<file path="src/rtl/core/lsi_pkg.sv">
// ----------------------------------------------------------------------------
// lsi_pkg
// Shared types and constants of the laser safety interlock.
// ----------------------------------------------------------------------------
package lsi_pkg;

    // command codes
    typedef enum logic [2:0] {
        OP_TICK      = 3'd0,
        OP_ON        = 3'd1,
        OP_OFF       = 3'd2,
        OP_ARM       = 3'd3,
        OP_DISARM    = 3'd4,
        OP_KILL      = 3'd5,
        OP_RESET_KILL = 3'd6,
        OP_READ_STAT = 3'd7
    } opcode_t;

    // interlock modes
    typedef enum logic [2:0] {
        MODE_OFF      = 3'd0,
        MODE_ARMED    = 3'd1,
        MODE_ACTIVE   = 3'd2,
        MODE_COOLDOWN = 3'd3,
        MODE_ESTOP    = 3'd4
    } mode_t;

    // turn-on status codes
    typedef enum logic [1:0] {
        STATUS_OK       = 2'd0,
        STATUS_KILLED   = 2'd1,
        STATUS_UNARMED  = 2'd2,
        STATUS_COOLDOWN = 2'd3
    } status_t;

    // statistic selectors
    localparam logic [2:0] STAT_ACTIVATIONS = 3'd0;
    localparam logic [2:0] STAT_TIMEOUTS    = 3'd1;
    localparam logic [2:0] STAT_BLOCKS      = 3'd2;
    localparam logic [2:0] STAT_KILLS       = 3'd3;
    localparam logic [2:0] STAT_TOTAL_ON    = 3'd4;
    localparam logic [2:0] STAT_LAST_ON     = 3'd5;
    localparam logic [2:0] STAT_UPTIME      = 3'd6;

    // configuration register indexes
    localparam logic CFG_MAX_ON   = 1'b0;
    localparam logic CFG_COOLDOWN = 1'b1;

    localparam logic [15:0] MAX_ON_RESET   = 16'd10000;
    localparam logic [15:0] COOLDOWN_RESET = 16'd5000;

    localparam int DATA_IN_W  = 8;
    localparam int DATA_OUT_W = 112;

    // interlock state
    typedef struct packed {
        mode_t       mode;
        logic        laser;
        logic        armed;
        logic        kill;
        logic [15:0] on_timer;
        logic [15:0] cd_timer;
        logic [31:0] cnt_activ;
        logic [31:0] cnt_timeout;
        logic [31:0] cnt_block;
        logic [31:0] cnt_kill;
        logic [31:0] total_on;
        logic [47:0] last_stamp;
        logic [47:0] uptime;
    } lsi_state_t;

    // one result item
    typedef struct packed {
        logic [47:0] stat_value;
        logic        timeout_fired;
        logic [15:0] on_left;
        logic [15:0] on_elapsed;
        logic [15:0] cooldown_left;
        logic        kill_engaged;
        logic        is_armed;
        logic        laser_enable;
        mode_t       mode;
        status_t     status;
    } lsi_result_t;

endpackage

</file>
<file path="src/rtl/core/lsi_step.sv">
// ----------------------------------------------------------------------------
// lsi_step
// Next state and result of one command, applied to the current state.
// ----------------------------------------------------------------------------
module lsi_step (
    input  lsi_pkg::lsi_state_t  cur,
    input  logic [2:0]           opcode,
    input  logic [2:0]           stat_index,
    input  logic [15:0]          max_on_ms,
    input  logic [15:0]          cooldown_ms,
    output lsi_pkg::lsi_state_t  nxt,
    output lsi_pkg::lsi_result_t res
);
    import lsi_pkg::*;

    always_comb
    begin
        lsi_state_t  s;
        status_t     status;
        logic        fired;
        logic [47:0] stat;

        s      = cur;
        status = STATUS_OK;
        fired  = 1'b0;
        stat   = '0;

        case (opcode_t'(opcode))
            OP_TICK:
            begin
                s.uptime = cur.uptime + 48'd1;
                if (cur.cd_timer != 16'd0)
                begin
                    s.cd_timer = cur.cd_timer - 16'd1;
                end
                if (cur.laser)
                begin
                    if (cur.on_timer != 16'hFFFF)
                    begin
                        s.on_timer = cur.on_timer + 16'd1;
                    end
                    // on-time limit reached: forced shutoff
                    if (s.on_timer >= max_on_ms)
                    begin
                        s.total_on    = cur.total_on + {16'd0, s.on_timer};
                        s.laser       = 1'b0;
                        s.on_timer    = '0;
                        s.cd_timer    = cooldown_ms;
                        s.cnt_timeout = cur.cnt_timeout + 32'd1;
                        s.mode        = MODE_COOLDOWN;
                        fired         = 1'b1;
                    end
                end
                // leave cooldown once the timer ran out
                if (s.mode == MODE_COOLDOWN && s.cd_timer == 16'd0)
                begin
                    if (s.armed && !s.kill)
                        s.mode = MODE_ARMED;
                    else
                        s.mode = s.kill ? MODE_ESTOP : MODE_OFF;
                end
            end
            OP_ON:
            begin
                if (cur.kill)
                begin
                    status = STATUS_KILLED;
                end
                else if (!cur.armed)
                begin
                    status = STATUS_UNARMED;
                end
                else if (cur.cd_timer != 16'd0)
                begin
                    status      = STATUS_COOLDOWN;
                    s.cnt_block = cur.cnt_block + 32'd1;
                end
                else if (!cur.laser)
                begin
                    s.laser      = 1'b1;
                    s.on_timer   = '0;
                    s.last_stamp = cur.uptime;
                    s.cnt_activ  = cur.cnt_activ + 32'd1;
                    s.mode       = MODE_ACTIVE;
                end
            end
            OP_OFF:
            begin
                if (cur.laser)
                begin
                    s.total_on = cur.total_on + {16'd0, cur.on_timer};
                    s.laser    = 1'b0;
                    s.on_timer = '0;
                    s.cd_timer = cooldown_ms;
                    if (cur.armed && !cur.kill)
                        s.mode = MODE_COOLDOWN;
                    else
                        s.mode = cur.kill ? MODE_ESTOP : MODE_OFF;
                end
            end
            OP_ARM:
            begin
                if (!cur.kill && !cur.armed)
                begin
                    s.armed = 1'b1;
                    s.mode  = MODE_ARMED;
                end
            end
            OP_DISARM:
            begin
                if (cur.laser)
                begin
                    s.total_on = cur.total_on + {16'd0, cur.on_timer};
                    s.laser    = 1'b0;
                    s.on_timer = '0;
                    s.cd_timer = cooldown_ms;
                end
                s.armed = 1'b0;
                s.mode  = MODE_OFF;
            end
            OP_KILL:
            begin
                if (cur.laser)
                begin
                    s.total_on = cur.total_on + {16'd0, cur.on_timer};
                    s.laser    = 1'b0;
                    s.on_timer = '0;
                    s.cd_timer = cooldown_ms;
                end
                s.kill     = 1'b1;
                s.armed    = 1'b0;
                s.cnt_kill = cur.cnt_kill + 32'd1;
                s.mode     = MODE_ESTOP;
            end
            OP_RESET_KILL:
            begin
                if (cur.kill)
                begin
                    s.kill = 1'b0;
                    s.mode = MODE_OFF;
                end
            end
            default:
            begin
                case (stat_index)
                    STAT_ACTIVATIONS: stat = {16'd0, cur.cnt_activ};
                    STAT_TIMEOUTS:    stat = {16'd0, cur.cnt_timeout};
                    STAT_BLOCKS:      stat = {16'd0, cur.cnt_block};
                    STAT_KILLS:       stat = {16'd0, cur.cnt_kill};
                    STAT_TOTAL_ON:    stat = {16'd0, cur.total_on};
                    STAT_LAST_ON:     stat = cur.last_stamp;
                    STAT_UPTIME:      stat = cur.uptime;
                    default:          stat = '0;
                endcase
            end
        endcase

        nxt = s;

        // result fields from the updated state
        res.status        = status;
        res.mode          = s.mode;
        res.laser_enable  = s.laser;
        res.is_armed      = s.armed;
        res.kill_engaged  = s.kill;
        res.cooldown_left = s.cd_timer;
        res.on_elapsed    = s.laser ? s.on_timer : 16'd0;
        res.on_left       = (s.laser && s.on_timer < max_on_ms)
                            ? (max_on_ms - s.on_timer) : 16'd0;
        res.timeout_fired = fired;
        res.stat_value    = stat;
    end

endmodule

</file>
<file path="src/rtl/core/lsi_out_buf.sv">
// ----------------------------------------------------------------------------
// lsi_out_buf
// Result register with a skid stage, so the upstream side sees a
// registered ready and a new beat can enter while a result waits.
// ----------------------------------------------------------------------------
module lsi_out_buf (
    input  logic                 clk,
    input  logic                 rst_n,
    input  logic                 in_valid,
    output logic                 in_ready,
    input  lsi_pkg::lsi_result_t in_data,
    output logic                 out_valid,
    input  logic                 out_ready,
    output lsi_pkg::lsi_result_t out_data
);
    import lsi_pkg::*;

    logic        out_valid_reg;
    logic        out_valid_next;
    logic        skid_valid_reg;
    logic        skid_valid_next;
    lsi_result_t out_reg;
    lsi_result_t skid_reg;
    logic        in_fire;
    logic        out_free;

    assign in_ready = !skid_valid_reg;
    assign in_fire  = in_valid && in_ready;
    assign out_free = !out_valid_reg || out_ready;

    // valid bookkeeping
    always_comb
    begin
        out_valid_next  = out_valid_reg;
        skid_valid_next = skid_valid_reg;
        if (out_free)
        begin
            out_valid_next  = skid_valid_reg || in_fire;
            skid_valid_next = 1'b0;
        end
        else if (in_fire)
        begin
            skid_valid_next = 1'b1;
        end
    end

    always_ff @(posedge clk or negedge rst_n)
    begin
        if (!rst_n)
        begin
            out_valid_reg  <= 1'b0;
            skid_valid_reg <= 1'b0;
        end
        else
        begin
            out_valid_reg  <= out_valid_next;
            skid_valid_reg <= skid_valid_next;
        end
    end

    // payload: skid drains first, otherwise the incoming beat
    always_ff @(posedge clk)
    begin
        if (out_free)
        begin
            if (skid_valid_reg)
                out_reg <= skid_reg;
            else if (in_fire)
                out_reg <= in_data;
        end
        else if (in_fire)
        begin
            skid_reg <= in_data;
        end
    end

    assign out_valid = out_valid_reg;
    assign out_data  = out_reg;

endmodule

</file>
<file path="src/rtl/core/laser_safety_interlock.sv">
// ----------------------------------------------------------------------------
// laser_safety_interlock
// Opcode-driven laser safety interlock with on-time limit, cooldown and
// event statistics.
// ----------------------------------------------------------------------------
// Usage:
//   Commands enter on the s_axis group (opcode, stat_index), one beat per
//   command; each command gives exactly one result beat on m_axis with the
//   interlock status after the command. Time advances only with tick
//   commands (one millisecond each).
//   A command is applied to the state registers at the edge that accepts it
//   and its result is registered there, in the skid stage if the receiver
//   stalls. Throughput is one command per cycle while the receiver keeps up;
//   the state update is one pass of compare and counter logic in lsi_step.
//   The result register is backed by a one-entry skid stage: when the
//   receiver stalls, one more command is still taken, then s_axis_tready
//   drops until the result register drains.
//   max_on_ms and cooldown_ms must be written through cfg_we/cfg_addr/
//   cfg_wdata while no command is in flight; the block does not enforce it.
//   Reset (rst_n low) clears all state and counters, loads max_on_ms = 10000
//   and cooldown_ms = 5000, and empties the output side.
// ----------------------------------------------------------------------------
module laser_safety_interlock (
    input  logic                           clk,
    input  logic                           rst_n,
    input  logic                           cfg_we,
    input  logic                           cfg_addr,
    input  logic [15:0]                    cfg_wdata,
    input  logic                           s_axis_tvalid,
    output logic                           s_axis_tready,
    // [2:0] opcode, [5:3] stat_index, [7:6] zero
    input  logic [lsi_pkg::DATA_IN_W-1:0]  s_axis_tdata,
    output logic                           m_axis_tvalid,
    input  logic                           m_axis_tready,
    // [1:0] status, [4:2] mode, [5] laser_enable, [6] is_armed,
    // [7] kill_engaged, [23:8] cooldown_left, [39:24] on_elapsed,
    // [55:40] on_left, [56] timeout_fired, [104:57] stat_value, [111:105] zero
    output logic [lsi_pkg::DATA_OUT_W-1:0] m_axis_tdata
);
    import lsi_pkg::*;

    logic [15:0] max_on_reg;
    logic [15:0] cooldown_reg;
    lsi_state_t  state_reg;
    lsi_state_t  state_next;
    lsi_result_t step_res;
    lsi_result_t out_res;
    logic        in_fire;

    // configuration registers
    always_ff @(posedge clk or negedge rst_n)
    begin
        if (!rst_n)
        begin
            max_on_reg   <= MAX_ON_RESET;
            cooldown_reg <= COOLDOWN_RESET;
        end
        else if (cfg_we)
        begin
            if (cfg_addr == CFG_MAX_ON)
                max_on_reg <= cfg_wdata;
            else
                cooldown_reg <= cfg_wdata;
        end
    end

    // command step
    lsi_step u_step (
        .cur         (state_reg),
        .opcode      (s_axis_tdata[2:0]),
        .stat_index  (s_axis_tdata[5:3]),
        .max_on_ms   (max_on_reg),
        .cooldown_ms (cooldown_reg),
        .nxt         (state_next),
        .res         (step_res)
    );

    assign in_fire = s_axis_tvalid && s_axis_tready;

    // interlock state, all zero at reset (mode off)
    always_ff @(posedge clk or negedge rst_n)
    begin
        if (!rst_n)
        begin
            state_reg <= '0;
        end
        else if (in_fire)
        begin
            state_reg <= state_next;
        end
    end

    // result register and skid stage
    lsi_out_buf u_out_buf (
        .clk       (clk),
        .rst_n     (rst_n),
        .in_valid  (s_axis_tvalid),
        .in_ready  (s_axis_tready),
        .in_data   (step_res),
        .out_valid (m_axis_tvalid),
        .out_ready (m_axis_tready),
        .out_data  (out_res)
    );

    // result packing
    assign m_axis_tdata = {7'd0, out_res.stat_value, out_res.timeout_fired,
                           out_res.on_left, out_res.on_elapsed,
                           out_res.cooldown_left, out_res.kill_engaged,
                           out_res.is_armed, out_res.laser_enable,
                           out_res.mode, out_res.status};

    // laser drive only ever runs in active mode
    a_laser_active: assert property (@(posedge clk) disable iff (!rst_n)
        state_reg.laser |-> state_reg.mode == MODE_ACTIVE)
        else $error("laser on outside active mode");

    // kill latch and armed flag never both set
    a_kill_unarmed: assert property (@(posedge clk) disable iff (!rst_n)
        state_reg.kill |-> !state_reg.armed)
        else $error("armed while kill engaged");

    // a full skid stage implies a pending result
    a_skid_full: assert property (@(posedge clk) disable iff (!rst_n)
        !s_axis_tready |-> m_axis_tvalid)
        else $error("input stalled with empty output");

    // a forced shutoff leaves the laser off
    a_timeout_off: assert property (@(posedge clk) disable iff (!rst_n)
        (m_axis_tvalid && out_res.timeout_fired) |-> !out_res.laser_enable)
        else $error("timeout result with laser on");

    // a tick advances uptime by one
    a_uptime: assert property (@(posedge clk) disable iff (!rst_n)
        (in_fire && s_axis_tdata[2:0] == OP_TICK) |=>
            state_reg.uptime == $past(state_reg.uptime) + 48'd1)
        else $error("uptime did not advance on tick");

endmodule
</file>
<file path="config.mk">
export PLATFORM = sky130hd
export DESIGN_NAME = laser_safety_interlock
export DESIGN_NICKNAME = d
export VERILOG_FILES = /design/src/rtl/core/lsi_pkg.sv /design/src/rtl/core/lsi_step.sv /design/src/rtl/core/lsi_out_buf.sv /design/src/rtl/core/laser_safety_interlock.sv
export SDC_FILE = /design/constraint.sdc
export NUM_CORES = 1
export LEC_CHECK = 0
export BUFFER_PORTS_ARGS = -buffer_cell sky130_fd_sc_hd__buf_2
export CELL_PAD_IN_SITES_DETAIL_PLACEMENT = 1
export CELL_PAD_IN_SITES_GLOBAL_PLACEMENT = 1
export CORE_UTILIZATION = 56
export CTS_BUF_LIST = sky130_fd_sc_hd__clkbuf_2
export CTS_CLUSTER_SIZE = 8
export DETAILED_ROUTE_END_ITERATION = 8
export HOLD_SLACK_MARGIN = 0.15
export PLACE_DENSITY_LB_ADDON = 0.1
export RECOVER_POWER = 25
export SLEW_MARGIN = 30
export SYNTH_ARGS = -nofsm -noshare
export SYNTH_HDL_FRONTEND = slang
export SYNTH_HIERARCHICAL = 1
export SYNTH_SLANG_ARGS = --single-unit
</file>
<file path="constraint.sdc">
create_clock -name clk -period 21.1 [get_ports clk]
set_input_delay 4.22 -clock clk [delete_from_list [all_inputs] [get_ports clk]]
set_output_delay 4.22 -clock clk [all_outputs]
set_load 0.01 [all_outputs]
</file>
==> impl_metrics.py <==
metrics = {
    "placement": {
        "place_congestion": 0.903,
        "post-place-ws_ps": 11790,
        "dp_cells": 3661,
        "hpwl_um": 63200,
        "port_buffers": 134,
    },
    "sta": {
        "holdWs_ps": 521,
        "fin_crit_sh_pct": 60.4,
        "rsz0062_at_grt": "no",
        "setup_violations": 0,
        "fin_ws_ps": 8360,
        "tightest_slew_ps": 5350,
        "fin_skew_ps": 116,
        "slew_viol_final": 288,
        "finalHoldViolations": 0,
        "slew-limit-headroom_pct": -256,
        "setup_tns_ps": 0,
        "maxClockFrequency_mhz": 78.5,
        "fin_crit_ps": 12740,
    },
    "yosys": {
        "synthCells": 2907,
        "ys_ff_latch": 538,
        "yosys-top-cells-area": "dfrtp_1 (25%), edfxtp_1 (20%), mux2_2 (15%)",
        "avgSynthCellArea_sq_um": 10.9,
        "synth_top_area_share_pct": 25.1,
        "async_flop_share_pct": 61.0,
        "yosysTopAreaCell": "dfrtp_1",
        "ys.flop_type": "dfrtp_1",
        "synth_edf_count": 210,
        "yosysSeqAreaShare_pct": 45.9,
        "synth_cell_types": 82,
        "yosysWarnings": 6,
        "netlist_area_sq_um": 31600,
    },
    "power_and_ir_drop": {
        "p_leak_uw": 0.0153,
        "ir_worst_vdd_uv": 46.1,
        "powerDensity_nw_per_um2": 77.2,
    },
    "cts": {
        "path_clk_slew_ps": 90,
        "cts_tree": "done",
        "worstSkewPairLatency_ps": 1350,
        "post-cts-setup-buffer-count": 0,
        "cts_inserted_buffers": 146,
        "cts-resized-gates": 0,
        "clock-sinks": 538,
        "clockBufferDepth": 3,
        "h-tree-depth": 4,
        "cts_hold_buffers": 0,
        "root_buffer": "clkbuf_2",
    },
    "global_route": {
        "overflow": 0,
        "grt_use_total_pct": 32.3,
        "antenna_found_initial": 2,
        "grt_pass1_vias": 25700,
        "grt_max_degree": 178,
        "grt_pass1_wl_um": 143000,
    },
    "finish": {
        "layout_common_cells": "mux2_2 (432), nand2_1 (330), dfrtp_1 (317), clkbuf_2 (240), nor2_1 (217)",
        "layout_commonest_cell": "mux2_2",
        "fin_nets": 3170,
        "multi_input_area_sq_um": 15900,
        "seq_area_sq_um": 14500,
        "drive_gt1_share_pct": 29.3,
        "largest_register_ffs": 294,
        "final_cells": 3937,
        "fillCellCount": 6078,
        "syn_to_final_growth_pct": 7.62,
    },
    "floorplanning": {
        "fp.coreArea_sq_um": 55400,
        "ios": 144,
        "start_util_pct": 57.1,
        "dieArea_sq_um": 57500,
        "die_w_um": 240,
        "num_rows": 86,
        "die_h_um": 240,
    },
    "route": {
        "vias_per_cell": 6.12,
        "detail_route.wl_per_cell_um": 23.3,
        "drtAntennaViolNets": 0,
        "vias": 24100,
        "drt-initial-drc-count": 1649,
        "drc_errors": 0,
        "drt_first_pass_iters": 5,
        "drt_wl_total_um": 91800,
    },
    "setup_path": {
        "required_ps": 21160,
        "crit_arrival_ps": 12810,
        "reg2reg_slack_ps": 11960,
        "critPathLaunchType": "primary input",
        "path_class": "primary input to async pin",
        "crit_path_top_delay_cell": "clkbuf_1",
        "crit_fanout": 94,
        "worst_path_most_repeated_cell": "clkbuf_1",
        "path_cells": "clkbuf_1 -> clkbuf_1 -> clkbuf_1",
        "cp-end-kind": "async pin",
        "critPathMaxStageDelay_ps": 3920,
    },
    "worst_hold_path": {
        "min_path_type": "flip-flop to flip-flop",
    },
    "outcome": {
        "status": "complete, but fails checks",
        "violations": "max-capacitance violations, max-slew violations",
    },
    "flow_run": {
        "cap_violations": 5,
    },
}
==> logic make-up after synthesis <==
logic type,share of synthesized area (%)
AOI/OAI and AO/OA,8.20
xor gates and xnor gates,6.53
adders and majority gates,3.04
buffers and inverters,4.08
DFF,45.9
muxes,18.7
other,0.0119
and+or+nand+nor,13.5
==> power by group <==
group	leakage (uW)	internal, uW	switching, uW	total [uW]
Clock	0.00112	359	464	823
Combinational	0.00771	216	340	556
Sequential	0.00646	1170	78.3	1250
Total	0.0153	1750	882	2630
==> layout make-up <==
| cell class | instances | area share (%) |
|---|---|---|
| inverter | 80 | 0.882 |
| clock buffer | 240 | 3.53 |
| tap | 748 | 2.75 |
| antenna | 3 | 0.0220 |
| timing repair buffer | 163 | 2.73 |
| clock inverter | 29 | 0.757 |
| sequential | 538 | 42.7 |
| multi-input combinational | 2136 | 46.7 |
==> worst max-delay path, delay by kind of cell <==
kind / cells / cell delay, ps
buffers and inverters: 3 / 8500
==> path summary, 6_finish.rpt <==
path                                start                     end  cells past startpoint
hold reg to reg            state_reg[190]          state_reg[190]                      1
setup / recovery                    rst_n          state_reg[106]                      3
max in group clk           state_reg[272]  u_out_buf/out_data[54]                     27
hold / removal             state_reg[190]          state_reg[190]                      1
min in group asynchronous           rst_n          state_reg[187]                      1
setup reg to reg           state_reg[272]  u_out_buf/out_data[54]                     27
==> Yosys cell counts (30+ instances only) <==
| master | instances |
|---|---|
| a22oi_1 | 46 |
| mux2i_1 | 43 |
| a21oi_1 | 95 |
| nand4_1 | 41 |
| nor2_1 | 219 |
| clkbuf_1 | 67 |
| buf_6 | 35 |
| xor2_1 | 90 |
| edfxtp_1 | 210 |
| ha_1 | 72 |
| nand2_1 | 330 |
| nor3_1 | 42 |
| and3_1 | 51 |
| buf_4 | 30 |
| inv_1 | 80 |
| mux2_2 | 432 |
| nand3_1 | 95 |
| xnor2_1 | 144 |
| o21ai_0 | 89 |
| dfrtp_1 | 318 |
==> layer usage <==
metal / track usage (%) / wire [um]
met1: 40.4 / 38500
met2: 55.4 / 46500
met3: 5.01 / 3840
met4: 14.1 / 2940
met5: 0 / 8
==> through the flow <==
step | total power [uW] | area [sq um] | util, %
after floorplan | 1650 | 31700 | -
after global placement | 1800 | 32600 | 58.7
after detailed placement | 1820 | 32600 | 58.8
after CTS | 2650 | 34000 | 61.4
after global routing | 2760 | 34000 | 61.4
final | 2630 | 34100 | 61.4
Power figures use the tool's default switching activity.
